$ cat config.mk
export PLATFORM = sky130hd
export DESIGN_NAME = sync_length_crc_frame_receiver
export DESIGN_NICKNAME = d
export VERILOG_FILES = /design/src/rtl/core/slcfr_pkg.sv /design/src/rtl/core/sync_length_crc_frame_receiver.sv /design/src/rtl/core/slcfr_in_stage.sv /design/src/rtl/core/slcfr_engine.sv /design/src/rtl/core/slcfr_out_stage.sv
export SDC_FILE = /design/constraint.sdc
export NUM_CORES = 1
export LEC_CHECK = 0
export ABC_AREA = 1
export BUFFER_PORTS_ARGS = -buffer_cell sky130_fd_sc_hd__buf_4
export CORE_MARGIN = 3
export CORE_UTILIZATION = 65
export CTS_CLUSTER_DIAMETER = 50
export DETAILED_ROUTE_END_ITERATION = 6
export HOLD_SLACK_MARGIN = 0.12
export PLACE_DENSITY = 0.83
export SLEW_MARGIN = 20
export SYNTH_ARGS = -nofsm -noshare
export SYNTH_HDL_FRONTEND = slang
export SYNTH_SLANG_ARGS = --single-unit
$ cat constraint.sdc
create_clock -name aclk -period 5.3 [get_ports aclk]
set_input_delay 1.325 -clock aclk [delete_from_list [all_inputs] [get_ports aclk]]
set_output_delay 1.325 -clock aclk [all_outputs]
set_load 0.05 [all_outputs]
$ cat src/rtl/core/slcfr_pkg.sv
// ----------------------------------------------------------------------------
// Frame receiver package
// Item types, status codes, constants and the CRC-16 byte update.
// ----------------------------------------------------------------------------
package slcfr_pkg;

    localparam int STORE_BYTES_DEF = 32;

    localparam logic [7:0]  SYNC_RESET = 8'hAA;
    localparam logic [15:0] CRC_POLY   = 16'h1021;

    localparam logic FUNC_RX   = 1'b0;
    localparam logic FUNC_READ = 1'b1;

    typedef enum logic [2:0] {
        ST_TAKEN   = 3'd0,
        ST_DROPPED = 3'd1,
        ST_GOOD    = 3'd2,
        ST_CRC_BAD = 3'd3,
        ST_LEN_ERR = 3'd4
    } status_t;

    typedef struct packed {
        logic       func;
        logic [7:0] rx_byte;
        logic [4:0] read_index;
    } in_item_t;

    typedef struct packed {
        status_t    status;
        logic [5:0] frame_len;
        logic [7:0] read_data;
    } out_item_t;

    function automatic logic [15:0] crc_feed(input logic [15:0] crc, input logic [7:0] b);
        logic [15:0] c;
        c = crc ^ {b, 8'h00};
        for (int i = 0; i < 8; i++) begin
            if (c[15]) begin
                c = {c[14:0], 1'b0} ^ CRC_POLY;
            end else begin
                c = {c[14:0], 1'b0};
            end
        end
        return c;
    endfunction

endpackage

$ cat src/rtl/core/sync_length_crc_frame_receiver.sv
// ----------------------------------------------------------------------------
// Sync/length/CRC frame receiver
// Top level: input stage, frame engine and output stage.
// ----------------------------------------------------------------------------
// Each item on the s_ channel either delivers one received byte or asks for
// one byte of the stored frame. Every item yields exactly one result item on
// the m_ channel with a status, the frame length of a good frame and the
// read data of a read.
// A frame is two sync bytes equal to the value last written on cfg_wdata, a
// length byte L and further bytes up to L+2 in total; the last two bytes are
// a CRC-16/XMODEM over the length byte and the payload, high byte first.
// A result is offered on m_valid once its item has passed the input register
// and then the result register. One item is accepted in every cycle while
// m_ready stays high; the per-byte CRC update and compare sit between the two
// registers. When the receiver stalls, the result register holds its item,
// the input register holds the next item if there is one, and s_ready is low
// while the input register is full.
// Reset clears the frame state, empties the store and sets the sync value
// to 0xAA.
// ----------------------------------------------------------------------------
module sync_length_crc_frame_receiver
    import slcfr_pkg::*;
(
    input  logic       aclk,
    input  logic       aresetn,
    input  logic       cfg_we,
    input  logic [7:0] cfg_wdata,
    input  logic       s_valid,
    output logic       s_ready,
    input  in_item_t   s_item,
    output logic       m_valid,
    input  logic       m_ready,
    output out_item_t  m_item
);

    logic      item_valid;
    logic      item_ready;
    in_item_t  item;
    out_item_t res;
    logic      fire;

    assign fire = item_valid && item_ready;

    slcfr_in_stage u_in_stage (
        .aclk       (aclk),
        .aresetn    (aresetn),
        .s_valid    (s_valid),
        .s_ready    (s_ready),
        .s_item     (s_item),
        .item_valid (item_valid),
        .item_ready (item_ready),
        .item       (item)
    );

    slcfr_engine u_engine (
        .aclk      (aclk),
        .aresetn   (aresetn),
        .cfg_we    (cfg_we),
        .cfg_wdata (cfg_wdata),
        .fire      (fire),
        .item      (item),
        .res       (res)
    );

    slcfr_out_stage u_out_stage (
        .aclk      (aclk),
        .aresetn   (aresetn),
        .res_valid (item_valid),
        .res_ready (item_ready),
        .res       (res),
        .m_valid   (m_valid),
        .m_ready   (m_ready),
        .m_item    (m_item)
    );

endmodule

$ cat src/rtl/core/slcfr_in_stage.sv
// ----------------------------------------------------------------------------
// Input stage
// Registers one incoming item and holds it until the engine takes it.
// ----------------------------------------------------------------------------
module slcfr_in_stage
    import slcfr_pkg::*;
(
    input  logic     aclk,
    input  logic     aresetn,
    input  logic     s_valid,
    output logic     s_ready,
    input  in_item_t s_item,
    output logic     item_valid,
    input  logic     item_ready,
    output in_item_t item
);

    logic     valid_reg;
    logic     valid_next;
    in_item_t item_reg;
    logic     s_fire;

    assign s_ready    = !valid_reg || item_ready;
    assign s_fire     = s_valid && s_ready;
    assign item_valid = valid_reg;
    assign item       = item_reg;

    always_comb begin
        valid_next = valid_reg;
        if (s_fire) begin
            valid_next = 1'b1;
        end else if (item_ready) begin
            valid_next = 1'b0;
        end
    end

    always_ff @(posedge aclk) begin
        if (!aresetn) begin
            valid_reg <= 1'b0;
        end else begin
            valid_reg <= valid_next;
        end
    end

    always_ff @(posedge aclk) begin
        if (s_fire) begin
            item_reg <= s_item;
        end
    end

endmodule

$ cat src/rtl/core/slcfr_engine.sv
// ----------------------------------------------------------------------------
// Frame engine
// Tracks sync, length and CRC of the frame and keeps the frame store.
// ----------------------------------------------------------------------------
module slcfr_engine
    import slcfr_pkg::*;
(
    input  logic       aclk,
    input  logic       aresetn,
    input  logic       cfg_we,
    input  logic [7:0] cfg_wdata,
    input  logic       fire,
    input  in_item_t   item,
    output out_item_t  res
);

    localparam int STORE_BYTES = STORE_BYTES_DEF;
    localparam int POS_W       = $clog2(STORE_BYTES);

    logic [7:0]             sync_reg;
    logic [POS_W-1:0]       pos_reg;
    logic [POS_W-1:0]       pos_next;
    logic [15:0]            crc_reg;
    logic [15:0]            crc_next;
    logic [7:0]             len_reg;
    logic [7:0]             len_next;
    logic [7:0]             prev_reg;
    logic [7:0]             store_data_reg [STORE_BYTES];
    logic [STORE_BYTES-1:0] store_vld_reg;
    logic                   drop;
    logic                   wr_en;
    logic [POS_W-1:0]       rd_idx;
    logic [5:0]             flen_full;

    assign rd_idx    = POS_W'(item.read_index);
    assign flen_full = len_reg[5:0] + 6'd2;

    always_comb begin
        res      = '0;
        res.status = ST_TAKEN;
        drop     = 1'b0;
        wr_en    = 1'b0;
        pos_next = pos_reg;
        crc_next = crc_reg;
        len_next = len_reg;
        if (item.func == FUNC_READ) begin
            if (32'(item.read_index) < STORE_BYTES && store_vld_reg[rd_idx]) begin
                res.read_data = store_data_reg[rd_idx];
            end
        end else if (32'(pos_reg) >= STORE_BYTES) begin
            res.status = ST_DROPPED;
            drop       = 1'b1;
        end else if (pos_reg < POS_W'(2)) begin
            if (item.rx_byte == sync_reg) begin
                wr_en    = 1'b1;
                pos_next = pos_reg + POS_W'(1);
            end else begin
                res.status = ST_DROPPED;
                drop       = 1'b1;
            end
        end else if (pos_reg == POS_W'(2)) begin
            wr_en = 1'b1;
            if (item.rx_byte < 8'd2 || 32'(item.rx_byte) > STORE_BYTES - 2) begin
                res.status = ST_LEN_ERR;
                drop       = 1'b1;
            end else begin
                crc_next = (item.rx_byte >= 8'd3) ? crc_feed(16'h0000, item.rx_byte) : 16'h0000;
                len_next = item.rx_byte;
                pos_next = POS_W'(3);
            end
        end else begin
            if (len_reg < 8'd2 || 32'(len_reg) > STORE_BYTES - 2
                    || 32'(pos_reg) > 32'(len_reg) + 1) begin
                res.status = ST_DROPPED;
                drop       = 1'b1;
            end else if (32'(pos_reg) < 32'(len_reg) + 1) begin
                wr_en    = 1'b1;
                pos_next = pos_reg + POS_W'(1);
                if (32'(pos_reg) + 1 <= 32'(len_reg)) begin
                    crc_next = crc_feed(crc_reg, item.rx_byte);
                end
            end else begin
                wr_en = 1'b1;
                if (prev_reg == crc_reg[15:8] && item.rx_byte == crc_reg[7:0]) begin
                    res.status    = ST_GOOD;
                    res.frame_len = flen_full;
                    pos_next      = '0;
                end else begin
                    res.status = ST_CRC_BAD;
                    drop       = 1'b1;
                end
            end
        end
    end

    always_ff @(posedge aclk) begin
        if (!aresetn) begin
            sync_reg      <= SYNC_RESET;
            pos_reg       <= '0;
            crc_reg       <= '0;
            len_reg       <= '0;
            store_vld_reg <= '0;
        end else begin
            if (cfg_we) begin
                sync_reg <= cfg_wdata;
            end
            if (fire) begin
                crc_reg <= crc_next;
                len_reg <= len_next;
                if (drop) begin
                    pos_reg       <= '0;
                    store_vld_reg <= '0;
                end else begin
                    pos_reg <= pos_next;
                    if (wr_en) begin
                        store_vld_reg[pos_reg] <= 1'b1;
                    end
                end
            end
        end
    end

    always_ff @(posedge aclk) begin
        if (fire && wr_en) begin
            store_data_reg[pos_reg] <= item.rx_byte;
            prev_reg                <= item.rx_byte;
        end
    end

    a_pos_in_frame: assert property (@(posedge aclk) disable iff (!aresetn)
        pos_reg >= POS_W'(3) |-> 32'(pos_reg) <= 32'(len_reg) + 1)
        else $error("write position beyond the frame end");

    a_len_legal: assert property (@(posedge aclk) disable iff (!aresetn)
        pos_reg >= POS_W'(3) |-> len_reg >= 8'd2 && 32'(len_reg) <= STORE_BYTES - 2)
        else $error("frame in progress with an illegal length");

    a_drop_clears: assert property (@(posedge aclk) disable iff (!aresetn)
        fire && drop |=> store_vld_reg == '0 && pos_reg == '0)
        else $error("dropped frame left data in the store");

    a_good_restarts: assert property (@(posedge aclk) disable iff (!aresetn)
        fire && res.status == ST_GOOD |=> pos_reg == '0 && store_vld_reg != '0)
        else $error("good frame did not restart reception");

endmodule

$ cat src/rtl/core/slcfr_out_stage.sv
// ----------------------------------------------------------------------------
// Output stage
// Result register that holds a finished item until the receiver takes it.
// ----------------------------------------------------------------------------
module slcfr_out_stage
    import slcfr_pkg::*;
(
    input  logic      aclk,
    input  logic      aresetn,
    input  logic      res_valid,
    output logic      res_ready,
    input  out_item_t res,
    output logic      m_valid,
    input  logic      m_ready,
    output out_item_t m_item
);

    logic      valid_reg;
    logic      valid_next;
    out_item_t item_reg;
    logic      load;

    assign res_ready = !valid_reg || m_ready;
    assign load      = res_valid && res_ready;
    assign m_valid   = valid_reg;
    assign m_item    = item_reg;

    always_comb begin
        valid_next = valid_reg;
        if (load) begin
            valid_next = 1'b1;
        end else if (m_ready) begin
            valid_next = 1'b0;
        end
    end

    always_ff @(posedge aclk) begin
        if (!aresetn) begin
            valid_reg <= 1'b0;
        end else begin
            valid_reg <= valid_next;
        end
    end

    always_ff @(posedge aclk) begin
        if (load) begin
            item_reg <= res;
        end
    end

endmodule

### Yosys cells after proc, flatten, opt, wreduce, memory -nomap -nowiden

Memories as Yosys holds them, arrays and structs flattened. A register that Yosys moved wholly into a read port is not among the register bits.
Index checks and enable logic that the tools add are counted.

* register bits: 102
* latch bits: 0
* memory bits (writable): 256
* bits in read-only memories: 0
* input bits: 27
* memories: 1

* $add $sub $neg: 4
* multipliers: 0
* div/mod/pow operators: 0
* order comparisons: 12
* eq/ne operators: 10
* shift-type cells: 0
* mux-type cells: 134
* bitwise operators: 22
* reductions and logical operators: 25

Memories
* u_engine.store_data_reg: depth 32, width 8, read ports 1, clocked after Yosys merged registers in 1, write ports 1, RTL line slcfr_engine.sv:28 `logic [7:0] store_data_reg [STORE_BYTES];`

Operators with widths (count)
* $mux 16: 76
* $mux 13: 16
* $mux 32: 2
* $not 3->3: 16
* $mux 5: 9
* $gt 5x32->1: 1
* $le 32x8->1: 1
* $lt 5x32->1: 1
* $or 32x32->32: 1
* $eq 8x8->1: 3
* $mux 1: 23
* $gt 8x5->1 const B: 2
* $lt 8x2->1 const B: 2
* $xor 16x16->16: 1
* $lt 5x6->1 const B: 2
* $mux 3: 4
* $reduce_bool 2->1: 5
* $add 8x1->9 const B: 1
* $ge 8x2->1 const B: 1
* $mux 8: 1
* $reduce_and 7->1: 1
* $add 5x1->6 const B: 1
* $add 6x2->6 const B: 1
* $mux 6: 1
* other kinds (20): 35

### Logic depth before layout (Yosys ltp)

Gate-level depths: netlist (run 1).

* word-level depth: 63
* depth in mapped cells: 17
* gate-level depth less buffers: 17

### By module

Synthesis (run 1) repeated with hierarchy kept, for this count alone.

* cell total of the unflattened synthesis: 1550
* area total of the unflattened synthesis: 16467.0 µm²

Modules (own cells, without submodules)
* slcfr_engine: times used 1, cells an instance 1503, area each 15426.0 µm², seq. area each 9308.9 µm²
* slcfr_out_stage: times used 1, cells an instance 24, area each 561.8 µm², seq. area each 530.5 µm²
* slcfr_in_stage: times used 1, cells an instance 21, area each 471.7 µm², seq. area each 440.4 µm²
* sync_length_crc_frame_receiver: times used 1, cells an instance 2, area each 7.5 µm², seq. area each 0.0 µm²

### Worst setup path before layout (run 1)

No wires, ideal clock.

* kind: input-to-output
* start: in m_ready
* end: out s_ready
* data arrival time: 1.785 ns
* path slack: 2.190 ns
* stages on the path: 2
* cell sequence: inv_1 > nand3_1

* cells in the longest elaborated chain, start to end: 2

Ends and longest elaborated chain
* from (decl): RTL line sync_length_crc_frame_receiver.sv:32 `input logic m_ready,`
* $logic_or 1x1->1: RTL line slcfr_out_stage.sv:23 `assign res_ready = !valid_reg || m_ready;`
* $logic_or 1x1->1: RTL line slcfr_in_stage.sv:23 `assign s_ready = !valid_reg || item_ready;`
* to (decl): RTL line sync_length_crc_frame_receiver.sv:29 `output logic s_ready,`

No other way between the ends.

### Worst setup path after layout (run 1)

* start: reg u_engine.len_reg[1]
* end: mem u_engine.store_data_reg[0][4] (enable)

* cells in the longest elaborated chain, start to end: 10
* elaborated cells between the ends (all ways): 13

Ends and longest elaborated chain
* from (decl): RTL line slcfr_engine.sv:25 `logic [7:0] len_reg;`
* from (signal assigned): RTL line slcfr_engine.sv:109 `len_reg <= len_next;`
* $add 8x1->9 (tied with other cells): RTL line slcfr_engine.sv:73 `|| 32'(pos_reg) > 32'(len_reg) + 1) begin`
* $gt 5x32->1 / $logic_or 1x1->1 (equally long branches): RTL line slcfr_engine.sv:73, slcfr_engine.sv:72
* $logic_or 1x1->1 (*): RTL line slcfr_engine.sv:73
* $mux 1 (*): RTL line slcfr_engine.sv:72 `if (len_reg < 8'd2 || 32'(len_reg) > STORE_BYTES - 2`
* $mux 1 (*): RTL line slcfr_engine.sv:61 `end else if (pos_reg == POS_W'(2)) begin`
* $mux 1 (*): RTL line slcfr_engine.sv:53 `end else if (pos_reg < POS_W'(2)) begin`
* $mux 1 (*): RTL line slcfr_engine.sv:46 `if (item.func == FUNC_READ) begin`
* $logic_and 1x1->1 (*): RTL line slcfr_engine.sv:124 `if (fire && wr_en) begin`
* $mux 1 (*): RTL line slcfr_engine.sv:124
* $mux 1 (not written as such) (*): RTL line slcfr_engine.sv:125 `store_data_reg[pos_reg] <= item.rx_byte;`
* to (decl): RTL line slcfr_engine.sv:28

Mark *: on every way between the ends. The rest lies on a longest branch, timed or not.

==> results of run 1 <==
## through the flow
step	power (mW)	setup WS, ps	instance area, um^2
floorplan	3.50	2190	15700
finish	6.13	1440	17400
global placement	3.64	1600	16200
global route	6.32	1150	17400
detailed placement	3.65	1510	16200
CTS	6.15	1510	17400
## layout make-up
type / count / area (um^2) / share of cell area (%)
timing repair buffer: 68 / 510 / 2.93
clock buffer: 47 / 1010 / 5.77
tap: 319 / 399 / 2.29
inverter: 72 / 272 / 1.56
clock inverter: 18 / 171 / 0.983
sequential: 366 / 10300 / 58.9
multi-input combinational: 899 / 4800 / 27.5
## worst min-delay path by stage
| stage | cells after the start | to | slack, ps | from |
|---|---|---|---|---|
| after detailed placement | 2 | u_engine.store_vld_reg[14] | 460 | u_engine.store_vld_reg[14] |
| after floorplan | 2 | u_engine.store_vld_reg[2] | 450 | u_engine.store_vld_reg[2] |
| after global placement | 2 | u_engine.store_vld_reg[13] | 450 | u_engine.store_vld_reg[13] |
| after CTS | 2 | u_engine.store_vld_reg[14] | 480 | u_engine.store_vld_reg[14] |
| final | 2 | u_engine.store_vld_reg[25] | 470 | u_engine.store_vld_reg[25] |
| after global routing | 2 | u_engine.store_vld_reg[25] | 500 | u_engine.store_vld_reg[25] |
## routing by layer
layer / vias to the layer above / part of all wire, % / routed length [um] / GRT usage [%]
met3: 118 / 12 / 4450 / 6.03
met5: - / 0 / 0 / 0
li1: 5170 / - / - / -
met1: 5421 / 38 / 14800 / 41.1
met2: 822 / 46 / 17700 / 46.4
met4: 0 / 3.8 / 1460 / 12.2
## power by group through the flow
stage               combinational (mW)  sequential [mW]  clock (mW)
floorplan                        0.270             3.23           0
global placement                 0.439             3.20           0
detailed placement               0.448             3.20           0
CTS                              0.453             3.14        2.56
global route                     0.502             3.14        2.67
finish                           0.465             3.14        2.52
## worst max-delay path: cells and delay by family (launching register included)
family	cells	cell delay, ps
adders and majority gates	2	560
DFF	1	510
AOI/OAI and AO/OA	3	310
xor gates and xnor gates	1	160
and+or+nand+nor	10	1890
## cell families (layout without fill, tap and decap cells)
group / Yosys count / count (layout) / share of synthesized area [%]
simple gates: 496 / 496 / 13.3
compound gates: 334 / 334 / 12.7
fa+ha+maj: 18 / 18 / 1.43
buf+inv: 164 / 205 / 4.30
flops: 366 / 366 / 65.4
xor+xnor: 51 / 51 / 2.84
## placed cells by master, fill, tap and decap left out, types with 2 or more instances in the layout
cell type and count:
sky130_fd_sc_hd__edfxtp_1 295, sky130_fd_sc_hd__nor2_1 272, sky130_fd_sc_hd__o21ai_0 185, sky130_fd_sc_hd__nand2_1 91
sky130_fd_sc_hd__dfxtp_1 71, sky130_fd_sc_hd__nand3_1 70, sky130_fd_sc_hd__buf_4 68, sky130_fd_sc_hd__inv_1 62
sky130_fd_sc_hd__o221ai_1 61, sky130_fd_sc_hd__clkbuf_16 39, sky130_fd_sc_hd__a31oi_1 31, sky130_fd_sc_hd__nor3_1 27
sky130_fd_sc_hd__xnor2_1 26, sky130_fd_sc_hd__xor2_1 25, sky130_fd_sc_hd__a21oi_1 23, sky130_fd_sc_hd__ha_1 18
sky130_fd_sc_hd__o22ai_1 15, sky130_fd_sc_hd__clkinv_1 12, sky130_fd_sc_hd__o211ai_1 11, sky130_fd_sc_hd__nor3_2 8
sky130_fd_sc_hd__clkbuf_1 8, sky130_fd_sc_hd__nand4_1 7, sky130_fd_sc_hd__clkinv_2 7, sky130_fd_sc_hd__nand2_2 5
sky130_fd_sc_hd__nor2_2 5, sky130_fd_sc_hd__inv_2 3, sky130_fd_sc_hd__nor4_1 3, sky130_fd_sc_hd__nand2_4 3
sky130_fd_sc_hd__bufinv_16 3, sky130_fd_sc_hd__o21ai_1 2, sky130_fd_sc_hd__or2_2 2, sky130_fd_sc_hd__a211oi_1 2
sky130_fd_sc_hd__o21a_1 2, sky130_fd_sc_hd__inv_6 2
==> flow_summary.rst, run 1 <==
.. list-table::
   :header-rows: 1

   * - Metric
     - Value
   * - Worst Max-Slew Pin Slew
     - 1110 ps
   * - Comb pwr share
     - 7.6%
   * - Largest stage delay, worst path
     - 960 ps
   * - Non-filler instance count after layout
     - 1789
   * - Global-route total usage across every layer
     - 29.6%
   * - Number of vias per cell
     - 6.45
   * - Layout cell share with drive strength beyond 1
     - 10.1%
   * - Hold_buf cts
     - 0
   * - Reg-to-reg slack, setup
     - 1440 ps
   * - Type of the setup path with the least slack
     - reg -> reg
   * - Synth async-reset ratio
     - 0%
   * - WL final
     - 38400 um
   * - Most common cell type on the critical path
     - sky130_fd_sc_hd__nand2_2
   * - Final number of setup-violating endpoints
     - 0
   * - Arrival @ worst endpoint
     - 3990 ps
   * - Clock tree sinks
     - 366
   * - Capturing instance or port of the critical path
     - u_engine.store_data_reg[0][4]
   * - Max Fanout on Critical Path
     - 33
   * - Area share of the largest cell type after synthesis
     - 56.3%
   * - CP startpoint kind
     - flip-flop
   * - Post-detailed-route count of antenna-violating nets
     - 0
   * - Residual overflow from global routing
     - 0
   * - Unrepaired setup endpoints after global routing
     - false
   * - Clock network power share
     - 41.2%
   * - Number of standard-cell rows in the floorplan
     - 56
   * - Worst Hold Class
     - reg -> reg
   * - Flip-flop and latch count after synthesis
     - 366
   * - Flip-flop count of the largest register after layout
     - 256
   * - Register share of total power
     - 51.3%
   * - Clock-pin slew on the worst setup and hold paths
     - 60 ps
   * - Final worst-path cycle share
     - 72.7%
   * - Worst Reg-to-Reg Cells
     - 16
   * - Number of gates resized after CTS
     - 0
   * - DIE HEIGHT
     - 162 um
   * - Inserted Clock Buffers
     - 37
   * - I/O pin count
     - 46
   * - Wire length of the first global-routing pass
     - 60100 um
   * - Layout overhead on the synthesized area
     - 10.9%
   * - Cell area after technology mapping
     - 15700 um^2
   * - Maximum clock path buffer count
     - 3
   * - N_diodes
     - 0
   * - Remaining DRCs
     - 0
   * - Cells traversed along the worst timing path
     - ha_1 > xnor2_1 > nand2_1 > o21ai_0 > ha_1 > a21oi_1 > o21ai_0 > nand3_1 > nand2_2 > nand3_2 > nand2_2 > nand2_4 > nand2_1 > nand2_2 > nand2_4 > nor3_1
   * - Routed via count
     - 11.5k
   * - Total placed cells including tap cells
     - 1724
   * - Ys Warns
     - 0
   * - Slowest library cell on the worst path
     - sky130_fd_sc_hd__nor3_1
   * - Gp weighted congestion
     - 0.930
   * - Net count after synthesis
     - 1474
   * - Time the final worst path needs with I/O delays and setup
     - 3860 ps
   * - Pwr Density
     - 352 nW/um^2
   * - Half-perimeter wire length after placement
     - 22900 um
   * - Switching share of power
     - 22.6%
   * - Maximum clock frequency
     - 259 MHz
   * - Number of H-tree levels
     - 2
   * - Fill cell instance count of the final layout
     - 1560
   * - Horizontal extent of the die
     - 162 um
   * - Worst setup path startpoint
     - u_engine.len_reg[1]
   * - Count of TritonRoute iterations in the first routing pass
     - 6
   * - Initial antenna violation count
     - 0
   * - Endpoints failing hold
     - 0
   * - Setup TNS after final layout
     - 0 ps
   * - Number of maximum-capacitance constraint violations
     - 0
   * - Worst r2r src
     - u_engine.len_reg[1]
   * - Starting density of the core
     - 66.6%
   * - Sequential fraction of the synthesis area
     - 65.4%
   * - Synth cell count leaders
     - sky130_fd_sc_hd__edfxtp_1 (295), sky130_fd_sc_hd__nor2_1 (272), sky130_fd_sc_hd__o21ai_0 (185), sky130_fd_sc_hd__nand2_1 (91), sky130_fd_sc_hd__dfxtp_1 (71)
   * - TritonCTS clock tree
     - done
   * - Worst Setup End Kind
     - flip-flop
   * - Capture instance of the worst register-to-register path
     - u_engine.store_data_reg[0][4]
   * - Main synth FF type
     - sky130_fd_sc_hd__edfxtp_1
   * - Number of DRC markers after the initial detailed-route iteration
     - 1628
   * - Lkg Pwr
     - 6.05 nW
   * - Final #Nets
     - 1489
   * - Port bufs
     - 45
   * - Final Max Slew Viols
     - 0
   * - Slew HR
     - 25.3%
   * - Largest net degree at the start of global routing
     - 79
   * - Cell internal power dissipation
     - 4.75 mW
   * - Synth Area per Inst
     - 11.0 um^2
   * - Hold slack
     - 475 ps
   * - Clock root cell
     - sky130_fd_sc_hd__clkbuf_16
   * - Post-synthesis cell type with the largest combined area
     - sky130_fd_sc_hd__edfxtp_1
   * - Count of mapped cells out of synthesis
     - 1429
   * - Power spent charging and discharging nets
     - 1.39 mW
   * - Number of library cell types mapped by synthesis
     - 39
   * - IR drop worst, VDD
     - 286 uV
   * - Clock latency on the worst-skew pair
     - 520 ps
   * - Number of enable-type register cells in the synthesized netlist
     - 295
   * - Run status
     - completed
   * - Post-CTS Setup Inserts
     - 0
   * - Number of global-route vias before repair
     - 10.9k
   * - Cell with the most instances after synthesis
     - sky130_fd_sc_hd__edfxtp_1
   * - Die Footprint
     - 26100 um^2
   * - Data required time at the worst endpoint
     - 5440 ps
   * - Average wire per cell in the routed design
     - 21.5 um
   * - Layout Skew
     - 15.6 ps
   * - Core region area
     - 23600 um^2
   * - Final design utilization
     - 73.9%
   * - Largest cells by area after synthesis
     - sky130_fd_sc_hd__edfxtp_1 (56%), sky130_fd_sc_hd__dfxtp_1 (9.0%), sky130_fd_sc_hd__nor2_1 (6.5%)
Note: power is estimated with default switching activity, not from simulation.
==> run 2: changes to the inputs <==
--- a/config.mk
+++ b/config.mk
@@ -8,11 +8,11 @@
 export ABC_AREA = 1
 export BUFFER_PORTS_ARGS = -buffer_cell sky130_fd_sc_hd__buf_4
 export CORE_MARGIN = 3
-export CORE_UTILIZATION = 65
+export CORE_UTILIZATION = 56
 export CTS_CLUSTER_DIAMETER = 50
 export DETAILED_ROUTE_END_ITERATION = 6
 export HOLD_SLACK_MARGIN = 0.12
-export PLACE_DENSITY = 0.83
+export PLACE_DENSITY = 0.76
 export SLEW_MARGIN = 20
 export SYNTH_ARGS = -nofsm -noshare
 export SYNTH_HDL_FRONTEND = slang
==> constraint.sdc (replaced) <==
create_clock -name aclk -period 3.16 [get_ports aclk]
set_input_delay 0.79 -clock aclk [delete_from_list [all_inputs] [get_ports aclk]]
set_output_delay 0.79 -clock aclk [all_outputs]
set_load 0.05 [all_outputs]
==> run 2 against run 1 <==
Compared with the run above:
- the flow now finishes with violations (design-rule violations)
- cell count up 5.6%
- via count up 0.56%
- register-to-register slack worse by 1300 ps
- total power up 73%
- largest cell class unchanged
==> flow_summary.rst, run 2 (synthesis results as in run 1) <==
.. list-table::
   :header-rows: 1

   * - Metric
     - Value
   * - Run status
     - finished with violations
   * - Failing checks
     - design-rule violations
   * - Wire length of the first global-routing pass
     - 61400 um (+2.3%)
   * - Placed Area
     - 16700 um^2 (+2.7%)
   * - Number of global-route vias before repair
     - 11.0k (+0.30%)
   * - Most common cell after layout, fill and taps aside
     - sky130_fd_sc_hd__edfxtp_1
   * - Area of the multi-input gates
     - 4890 um^2 (+1.7%)
   * - Post-route cell area
     - 18100 um^2 (+3.7%)
   * - Port bufs
     - 45 (unchanged)
   * - Gp weighted congestion
     - 0.925 (-0.54%)
   * - Max Fanout on Critical Path
     - 8 (-76%)
   * - Slew HR
     - 33.8% (+8.5 points)
   * - Switching share of power
     - 22.9% (+0.30 points)
   * - Global-route total usage across every layer
     - 26.0% (-3.7 points)
   * - TritonCTS clock tree
     - done
   * - Hold_buf cts
     - 0 (unchanged)
   * - I/O pin count
     - 46 (unchanged)
   * - Worst Max-Slew Pin Slew
     - 986 ps (-125 ps)
   * - Reg-to-reg slack, setup
     - 190 ps (-1250 ps)
   * - Worst Hold Class
     - in -> reg
   * - Layout cell share with drive strength beyond 1
     - 14.0% (+3.9 points)
   * - Number of vias per cell
     - 6.13 (-4.8%)
   * - Register share of total power
     - 49.9% (-1.4 points)
   * - Horizontal extent of the die
     - 174 um (+7.4%)
   * - Clock-pin slew on the worst setup and hold paths
     - 60 ps (about the same)
   * - Layout Skew
     - 18.3 ps (+2.66 ps)
   * - Data required time at the worst endpoint
     - 3400 ps (-2040 ps)
   * - Residual overflow from global routing
     - 0 (unchanged)
   * - Time the final worst path needs with I/O delays and setup
     - 2970 ps (-885 ps)
   * - Clock root cell
     - sky130_fd_sc_hd__clkbuf_16
   * - Commonest cells after routing, fill and taps aside
     - sky130_fd_sc_hd__edfxtp_1 (295), sky130_fd_sc_hd__nor2_1 (270), sky130_fd_sc_hd__o21ai_0 (185), sky130_fd_sc_hd__buf_4 (104), sky130_fd_sc_hd__nand2_1 (91)
   * - Lkg Pwr
     - 6.35 nW (+5.0%)
   * - WL final
     - 40200 um (+4.8%)
   * - Area occupied by registers
     - 10300 um^2 (about the same)
   * - Power spent charging and discharging nets
     - 2.43 mW (+75%)
   * - Final Max Slew Viols
     - 0 (unchanged)
   * - Layout overhead on the synthesized area
     - 15.1%
   * - Comb pwr share
     - 7.6% (about the same)
   * - Clock network power share
     - 42.5% (+1.3 points)
   * - Final worst-path cycle share
     - 94.0% (+21 points)
   * - Final #Nets
     - 1536 (+3.2%)
   * - Remaining DRCs
     - 16 (+16)
   * - Type of the setup path with the least slack
     - reg -> reg
   * - Capture instance of the worst register-to-register path
     - u_engine.store_data_reg[6][4]
   * - Worst setup margin
     - 190 ps (-1250 ps)
   * - Fill cell instance count of the final layout
     - 1974 (+27%)
   * - Worst min-delay path startpoint
     - s_item[11]
   * - IR drop worst, VDD
     - 568 uV (+99%)
   * - Final number of setup-violating endpoints
     - 0 (unchanged)
   * - Initial antenna violation count
     - 0 (unchanged)
   * - Core region area
     - 27300 um^2 (+15%)
   * - Post-detailed-route count of antenna-violating nets
     - 0 (unchanged)
   * - Number of H-tree levels
     - 2 (unchanged)
   * - Worst r2r src
     - u_engine.len_reg[1]
   * - Routed via count
     - 11.6k (+0.56%)
   * - Maximum clock path buffer count
     - 3 (unchanged)
   * - Count of TritonRoute iterations in the first routing pass
     - 7 (+1)
   * - Maximum clock frequency
     - 337 MHz (+30%)
   * - CP startpoint kind
     - flip-flop
   * - Clock latency on the worst-skew pair
     - 530 ps (about the same)
   * - Minimum setup slack after placement
     - 60.7 ps (-1450 ps)
   * - Worst Reg-to-Reg Cells
     - 18 (+2)
   * - Flip-flop count of the largest register after layout
     - 256 (unchanged)
   * - Worst Setup End Kind
     - flip-flop
   * - Pwr Density
     - 585 nW/um^2 (+66%)
   * - Arrival @ worst endpoint
     - 3210 ps (-780 ps)
   * - Endpoint with the worst hold slack
     - u_in_stage.item[11]
   * - N_diodes
     - 0 (unchanged)
   * - Total Power
     - 10.6 mW (+73%)
   * - Half-perimeter wire length after placement
     - 24800 um (+8.5%)
   * - Average wire per cell in the routed design
     - 21.3 um (-0.81%)
   * - WHS Path Cells
     - 1 (-1)
   * - Cell internal power dissipation
     - 8.16 mW (+72%)
   * - Number of DRC markers after the initial detailed-route iteration
     - 1664 (+2.2%)
   * - Inserted Clock Buffers
     - 39 (+5.4%)
   * - DIE HEIGHT
     - 174 um (+7.4%)
   * - Final design utilization
     - 66.4% (-7.5 points)
   * - Number of standard-cell rows in the floorplan
     - 60 (+7.1%)
   * - Number of maximum-capacitance constraint violations
     - 0 (unchanged)
   * - Starting density of the core
     - 57.7% (-8.9 points)
   * - Largest net degree at the start of global routing
     - 145 (+84%)
   * - Die Footprint
     - 30100 um^2 (+15%)
   * - Clock tree sinks
     - 366 (unchanged)
   * - Endpoints failing hold
     - 0 (unchanged)
run 2: cell types whose count changed in the layout (fill, tap and decap cells not counted), moves of 2 or more:
cell and delta:
sky130_fd_sc_hd__buf_4 +36, sky130_fd_sc_hd__nor3_1 -7, sky130_fd_sc_hd__nor3_2 +7, sky130_fd_sc_hd__buf_12 +5, sky130_fd_sc_hd__buf_6 +3, sky130_fd_sc_hd__clkinv_1 -2
sky130_fd_sc_hd__clkinv_2 -2, sky130_fd_sc_hd__clkinvlp_4 +2, sky130_fd_sc_hd__dfxtp_1 -2, sky130_fd_sc_hd__dfxtp_2 +2, sky130_fd_sc_hd__nor2_1 -2
run 2: power by group through the flow:
| stage | Clock (mW) | Sequential [mW] | Combinational [mW] |
|---|---|---|---|
| 2_1_floorplan | 0 | 5.42 | 0.453 |
| 3_3_place_gp | 0 | 5.38 | 0.767 |
| 3_5_place_dp | 0 | 5.38 | 0.776 |
| 4_1_cts | 4.54 | 5.28 | 0.781 |
| 5_1_grt | 4.74 | 5.28 | 0.871 |
| 6_report | 4.50 | 5.28 | 0.804 |
run 2: what timing repair did:
item                                    4_1_cts  5_1_grt
gates resized for setup                       0       27
endpoints found under the setup margin        0      248
setup buffers                                 0        2
run 2: layout make-up:
type	instances	area share, %
clock buffer	48	5.75
clock inverter	20	1.27
inverter	72	1.51
multi-input combinational	900	27.0
sequential	366	56.8
tap	372	2.57
timing repair buffer	112	5.06
run 2: worst max path at each step:
stage,from,to
after CTS,u_engine.len_reg[1],u_engine.store_data_reg[28][5]
after global routing,u_engine.len_reg[1],u_engine.store_data_reg[23][3]
after floorplan,u_engine.len_reg[1],u_engine.store_data_reg[0][0]
final,u_engine.len_reg[1],u_engine.store_data_reg[6][4]
after global placement,u_engine.len_reg[0],u_engine.store_data_reg[31][4]
after detailed placement,u_engine.len_reg[1],u_engine.store_data_reg[15][4]
run 2: routing by layer:
layer / global-route usage (%) / up-vias / wire [um]
met2: 40.9 / 717 / 18900
met5: 0 / - / 0
met4: 8.75 / 0 / 1010
li1: - / 5258 / -
met3: 4.95 / 94 / 4140
met1: 36.7 / 5526 / 16100
run 2: critical path, cell delays in order, from the launching register on:
cell                      delay, ps
sky130_fd_sc_hd__dfxtp_2        340
sky130_fd_sc_hd__ha_2           220
sky130_fd_sc_hd__xnor2_2        140
sky130_fd_sc_hd__nand2_1         70
sky130_fd_sc_hd__o21ai_0         80
sky130_fd_sc_hd__ha_1           320
sky130_fd_sc_hd__a21oi_2        130
sky130_fd_sc_hd__o21ai_0         80
sky130_fd_sc_hd__nand3_1         90
sky130_fd_sc_hd__nand2_2         80
sky130_fd_sc_hd__nand3_2         80
sky130_fd_sc_hd__nand2_2         70
sky130_fd_sc_hd__nand2_4        110
sky130_fd_sc_hd__nand2_1        100
sky130_fd_sc_hd__nand2_4        120
sky130_fd_sc_hd__nand2_8        100
sky130_fd_sc_hd__buf_12         170
sky130_fd_sc_hd__nor3_1         150
sky130_fd_sc_hd__buf_4          200
run 2: through the flow:
stage	setup TNS (ps)	hold WS, ps	instances
6_report	0	442	1890
5_1_grt	-686	432	1890
4_1_cts	0	427	1887
3_5_place_dp	0	463	1819
3_3_place_gp	0	455	1819
2_1_floorplan	0	446	1429
==> run 3: changes to the inputs <==
--- a/config.mk
+++ b/config.mk
@@ -5,14 +5,13 @@
 export SDC_FILE = /design/constraint.sdc
 export NUM_CORES = 1
 export LEC_CHECK = 0
-export ABC_AREA = 1
 export BUFFER_PORTS_ARGS = -buffer_cell sky130_fd_sc_hd__buf_4
 export CORE_MARGIN = 3
 export CORE_UTILIZATION = 56
 export CTS_CLUSTER_DIAMETER = 50
 export DETAILED_ROUTE_END_ITERATION = 6
 export HOLD_SLACK_MARGIN = 0.12
-export PLACE_DENSITY = 0.76
+export PLACE_DENSITY = 0.74
 export SLEW_MARGIN = 20
 export SYNTH_ARGS = -nofsm -noshare
 export SYNTH_HDL_FRONTEND = slang
==> run 3 against run 2 <==
Compared with the run above:
- the flow now finishes without violations
- synthesized cell count is 32% lower
- total power is 3.7% lower
- first-iteration DRC count is 33% lower
- global-route usage is 0.95 points lower
- flip-flop and latch count stayed put
- count of clock-buffer cells in the layout is 1 lower
- routed wire length is 11% lower
- largest cell class unchanged
- largest power group unchanged
==> flow_summary.rst, run 3 <==
.. list-table::
   :header-rows: 1

   * - Metric
     - Value
   * - DIE HEIGHT
     - 172 um (-0.75%)
   * - CP startpoint kind
     - flip-flop
   * - Fill cell instance count of the final layout
     - 1861 (-5.7%)
   * - Number of maximum-capacitance constraint violations
     - 0 (unchanged)
   * - Total met2 wirelength after detailed routing
     - 18000 um (-4.9%)
   * - Worst setup margin
     - 176 ps (-14.1 ps)
   * - Layout cell share with drive strength beyond 1
     - 27.6% (+14 points)
   * - Residual overflow from global routing
     - 0 (unchanged)
   * - Final Max Slew Viols
     - 0 (unchanged)
   * - Synth cell count leaders
     - sky130_fd_sc_hd__edfxtp_1 (295), sky130_fd_sc_hd__nor2_1 (107), sky130_fd_sc_hd__mux4_2 (90), sky130_fd_sc_hd__dfxtp_1 (71), sky130_fd_sc_hd__a21oi_1 (49)
   * - Initial antenna violation count
     - 0 (unchanged)
   * - Layout overhead on the synthesized area
     - 15.5%
   * - Number of vias per cell
     - 6.14 (+0.11%)
   * - Clock latency on the worst-skew pair
     - 530 ps (about the same)
   * - Arrival @ worst endpoint
     - 3220 ps (about the same)
   * - Total length of routed met3 wires
     - 2450 um (-41%)
   * - IR drop worst, VDD
     - 483 uV (-15%)
   * - Worst r2r src
     - u_engine.len_reg[0]
   * - Clock root cell
     - sky130_fd_sc_hd__clkbuf_16
   * - Data required time at the worst endpoint
     - 3390 ps (about the same)
   * - Area share of the largest cell type after synthesis
     - 57.2% (+0.88 points)
   * - Reg-to-reg slack, setup
     - 180 ps (about the same)
   * - Average wire per cell in the routed design
     - 24.7 um (+16%)
   * - Final worst-path cycle share
     - 94.4% (+0.45 points)
   * - Number of DRC markers after the initial detailed-route iteration
     - 1118 (-33%)
   * - Number of enable-type register cells in the synthesized netlist
     - 295 (unchanged)
   * - Number of global-route vias before repair
     - 8967 (-18%)
   * - Number of H-tree levels
     - 2 (unchanged)
   * - Worst Reg-to-Reg Cells
     - 13 (-5)
   * - WL final
     - 35900 um (-11%)
   * - Layout Skew
     - 18.2 ps (-0.0274 ps)
   * - Post-detailed-route count of antenna-violating nets
     - 0 (unchanged)
   * - Half-perimeter wire length after placement
     - 23700 um (-4.5%)
   * - Capturing instance or port of the critical path
     - u_engine.store_data_reg[4][2]
   * - Remaining DRCs
     - 0 (-16)
   * - Lkg Pwr
     - 6.13 nW (-3.5%)
   * - Synth async-reset ratio
     - 0% (unchanged)
   * - Hold slack
     - 447 ps (+5.85 ps)
   * - Area of the multi-input gates
     - 4850 um^2 (-0.72%)
   * - Starting density of the core
     - 57.3% (-0.42 points)
   * - Capture instance of the worst register-to-register path
     - u_engine.store_data_reg[4][2]
   * - Routed length on met1
     - 14100 um (-13%)
   * - Commonest cells after routing, fill and taps aside
     - sky130_fd_sc_hd__edfxtp_1 (295), sky130_fd_sc_hd__buf_4 (131), sky130_fd_sc_hd__nor2_1 (105), sky130_fd_sc_hd__mux4_2 (90), sky130_fd_sc_hd__dfxtp_1 (69)
   * - Net count after synthesis
     - 1018 (-31%)
   * - Cell area after technology mapping
     - 15500 um^2 (-1.5%)
   * - Clock-pin slew on the worst setup and hold paths
     - 60 ps (about the same)
   * - Gp weighted congestion
     - 0.919 (-0.65%)
   * - Total placed cells including tap cells
     - 1385 (-24%)
   * - Inserted Clock Buffers
     - 39 (unchanged)
   * - Time the final worst path needs with I/O delays and setup
     - 2980 ps (+14.1 ps)
   * - Maximum clock path buffer count
     - 3 (unchanged)
   * - N_diodes
     - 0 (unchanged)
   * - Flip-flop and latch count after synthesis
     - 366 (unchanged)
   * - Type of the setup path with the least slack
     - reg -> reg
   * - Global-route total usage across every layer
     - 25.0% (-0.95 points)
   * - Ys Warns
     - 0 (unchanged)
   * - Wire length of the first global-routing pass
     - 54700 um (-11%)
   * - Count of mapped cells out of synthesis
     - 973 (-32%)
   * - Die Footprint
     - 29700 um^2 (-1.5%)
   * - Max Fanout on Critical Path
     - 8 (unchanged)
   * - Largest cells by area after synthesis
     - sky130_fd_sc_hd__edfxtp_1 (57%), sky130_fd_sc_hd__mux4_2 (13%), sky130_fd_sc_hd__dfxtp_1 (9.2%)
   * - Maximum clock frequency
     - 335 MHz (-0.47%)
   * - Run status
     - completed
   * - Final #Nets
     - 1130 (-26%)
   * - Main synth FF type
     - sky130_fd_sc_hd__edfxtp_1
   * - Hold_buf cts
     - 0 (unchanged)
   * - I/O pin count
     - 46 (unchanged)
   * - Cell with the most instances after synthesis
     - sky130_fd_sc_hd__edfxtp_1
   * - Synth Area per Inst
     - 15.9 um^2 (+45%)
   * - Unrepaired setup endpoints after global routing
     - false
   * - Minimum setup slack after placement
     - -136 ps (-197 ps)
   * - Endpoints failing hold
     - 0 (unchanged)
   * - Number of library cell types mapped by synthesis
     - 54 (+38%)
   * - Sequential fraction of the synthesis area
     - 66.4% (+1.0 points)
   * - Area occupied by registers
     - 10300 um^2 (unchanged)
   * - Number of standard-cell rows in the floorplan
     - 60 (unchanged)
   * - TritonCTS clock tree
     - done
   * - Flip-flop count of the largest register after layout
     - 256 (unchanged)
   * - Largest net degree at the start of global routing
     - 40 (-72%)
   * - Clock tree sinks
     - 366 (unchanged)
   * - Routed via count
     - 8924 (-23%)
   * - Worst setup path startpoint
     - u_engine.len_reg[0]
   * - Pwr Density
     - 570 nW/um^2 (-2.6%)
   * - Core region area
     - 27000 um^2 (-0.83%)
   * - Worst Setup End Kind
     - flip-flop
   * - Slew HR
     - 49.5% (+16 points)
   * - Non-filler instance count after layout
     - 1453 (-23%)
   * - Most common cell after layout, fill and taps aside
     - sky130_fd_sc_hd__edfxtp_1
   * - Count of TritonRoute iterations in the first routing pass
     - 5 (-2)
   * - Post-synthesis cell type with the largest combined area
     - sky130_fd_sc_hd__edfxtp_1
   * - Uppermost signal routing layer after detailed routing
     - met4
   * - Final number of setup-violating endpoints
     - 0 (unchanged)
   * - Port bufs
     - 45 (unchanged)
   * - Horizontal extent of the die
     - 172 um (-0.75%)
   * - Worst Hold Class
     - in -> reg
   * - Worst Max-Slew Pin Slew
     - 757 ps (-229 ps)
-- run 3: logic make-up (layout without fill, tap and decap cells) --
group,Yosys count,count (layout),share of synthesized area [%]
adders and majority gates,18,18,1.45
xor gates and xnor gates,68,68,3.85
muxes,113,113,14.6
buffers and inverters,73,212,2.36
AOI/OAI and AO/OA,106,106,4.36
and+or+nand+nor,229,229,6.96
DFF,366,366,66.4
-- run 3: area by class of cell --
class,count,area share (%)
Clock inverter,21,1.13
Tap cell,341,2.39
Inverter,10,0.210
Multi-Input combinational cell,534,27.1
Timing Repair Buffer,134,5.84
Sequential cell,366,57.5
Clock buffer,47,5.79
-- run 3: how the worst min path moves through the flow --
stage	to	cells past startpoint	slack [ps]	from
4_1_cts	u_in_stage.item[4]	1	430	s_item[4]
2_1_floorplan	u_engine.store_vld_reg[2]	2	430	u_engine.store_vld_reg[2]
3_5_place_dp	u_engine.store_vld_reg[12]	2	450	u_engine.store_vld_reg[12]
5_1_grt	u_in_stage.item[6]	1	430	s_item[6]
3_3_place_gp	u_engine.store_vld_reg[10]	2	440	u_engine.store_vld_reg[10]
6_report	u_in_stage.item[6]	1	450	s_item[6]
-- run 3: power by group --
group,switching [mW],internal (mW)
clock,1.80,2.60
sequential,0.0366,5.23
combinational,0.309,0.218
-- run 3: critical path, cell delays in order, from the launching register on --
cell                       delay, ps
sky130_fd_sc_hd__dfxtp_2         350
sky130_fd_sc_hd__ha_1            240
sky130_fd_sc_hd__xnor2_1         140
sky130_fd_sc_hd__ha_1            290
sky130_fd_sc_hd__o21ai_0         170
sky130_fd_sc_hd__a21oi_1          90
sky130_fd_sc_hd__o311ai_4        240
sky130_fd_sc_hd__o21ai_1         190
sky130_fd_sc_hd__a21oi_4         210
sky130_fd_sc_hd__buf_4           160
sky130_fd_sc_hd__nand2_1          70
sky130_fd_sc_hd__buf_4           180
sky130_fd_sc_hd__nor2_1          160
sky130_fd_sc_hd__buf_4           200
-- run 3: stage by stage --
stage / setup TNS [ps] / utilization, % / area (um^2) / total power, mW
final: 0 / 66.2 / 17900 / 10.2
after global routing: 0 / 66.2 / 17900 / 10.5
after CTS: 0 / 66.2 / 17900 / 10.3
after detailed placement: -1710 / 61.5 / 16600 / 5.90
after global placement: -161 / 61.5 / 16600 / 5.89
after floorplan: -3750 / - / 15500 / 5.71
-- run 3: what timing repair did --
item                                    CTS  global route
endpoints found under the setup margin   40           241
resized for setup                         3             3
buffers inserted                          0             0
cloned                                    0             0
-- run 3: per-layer routing --
metal	GRT usage, %	vias to the layer above
li1	-	3955
met1	33.7	4487
met2	41.6	399
met3	3.86	83
met4	9.68	0
met5	0	-
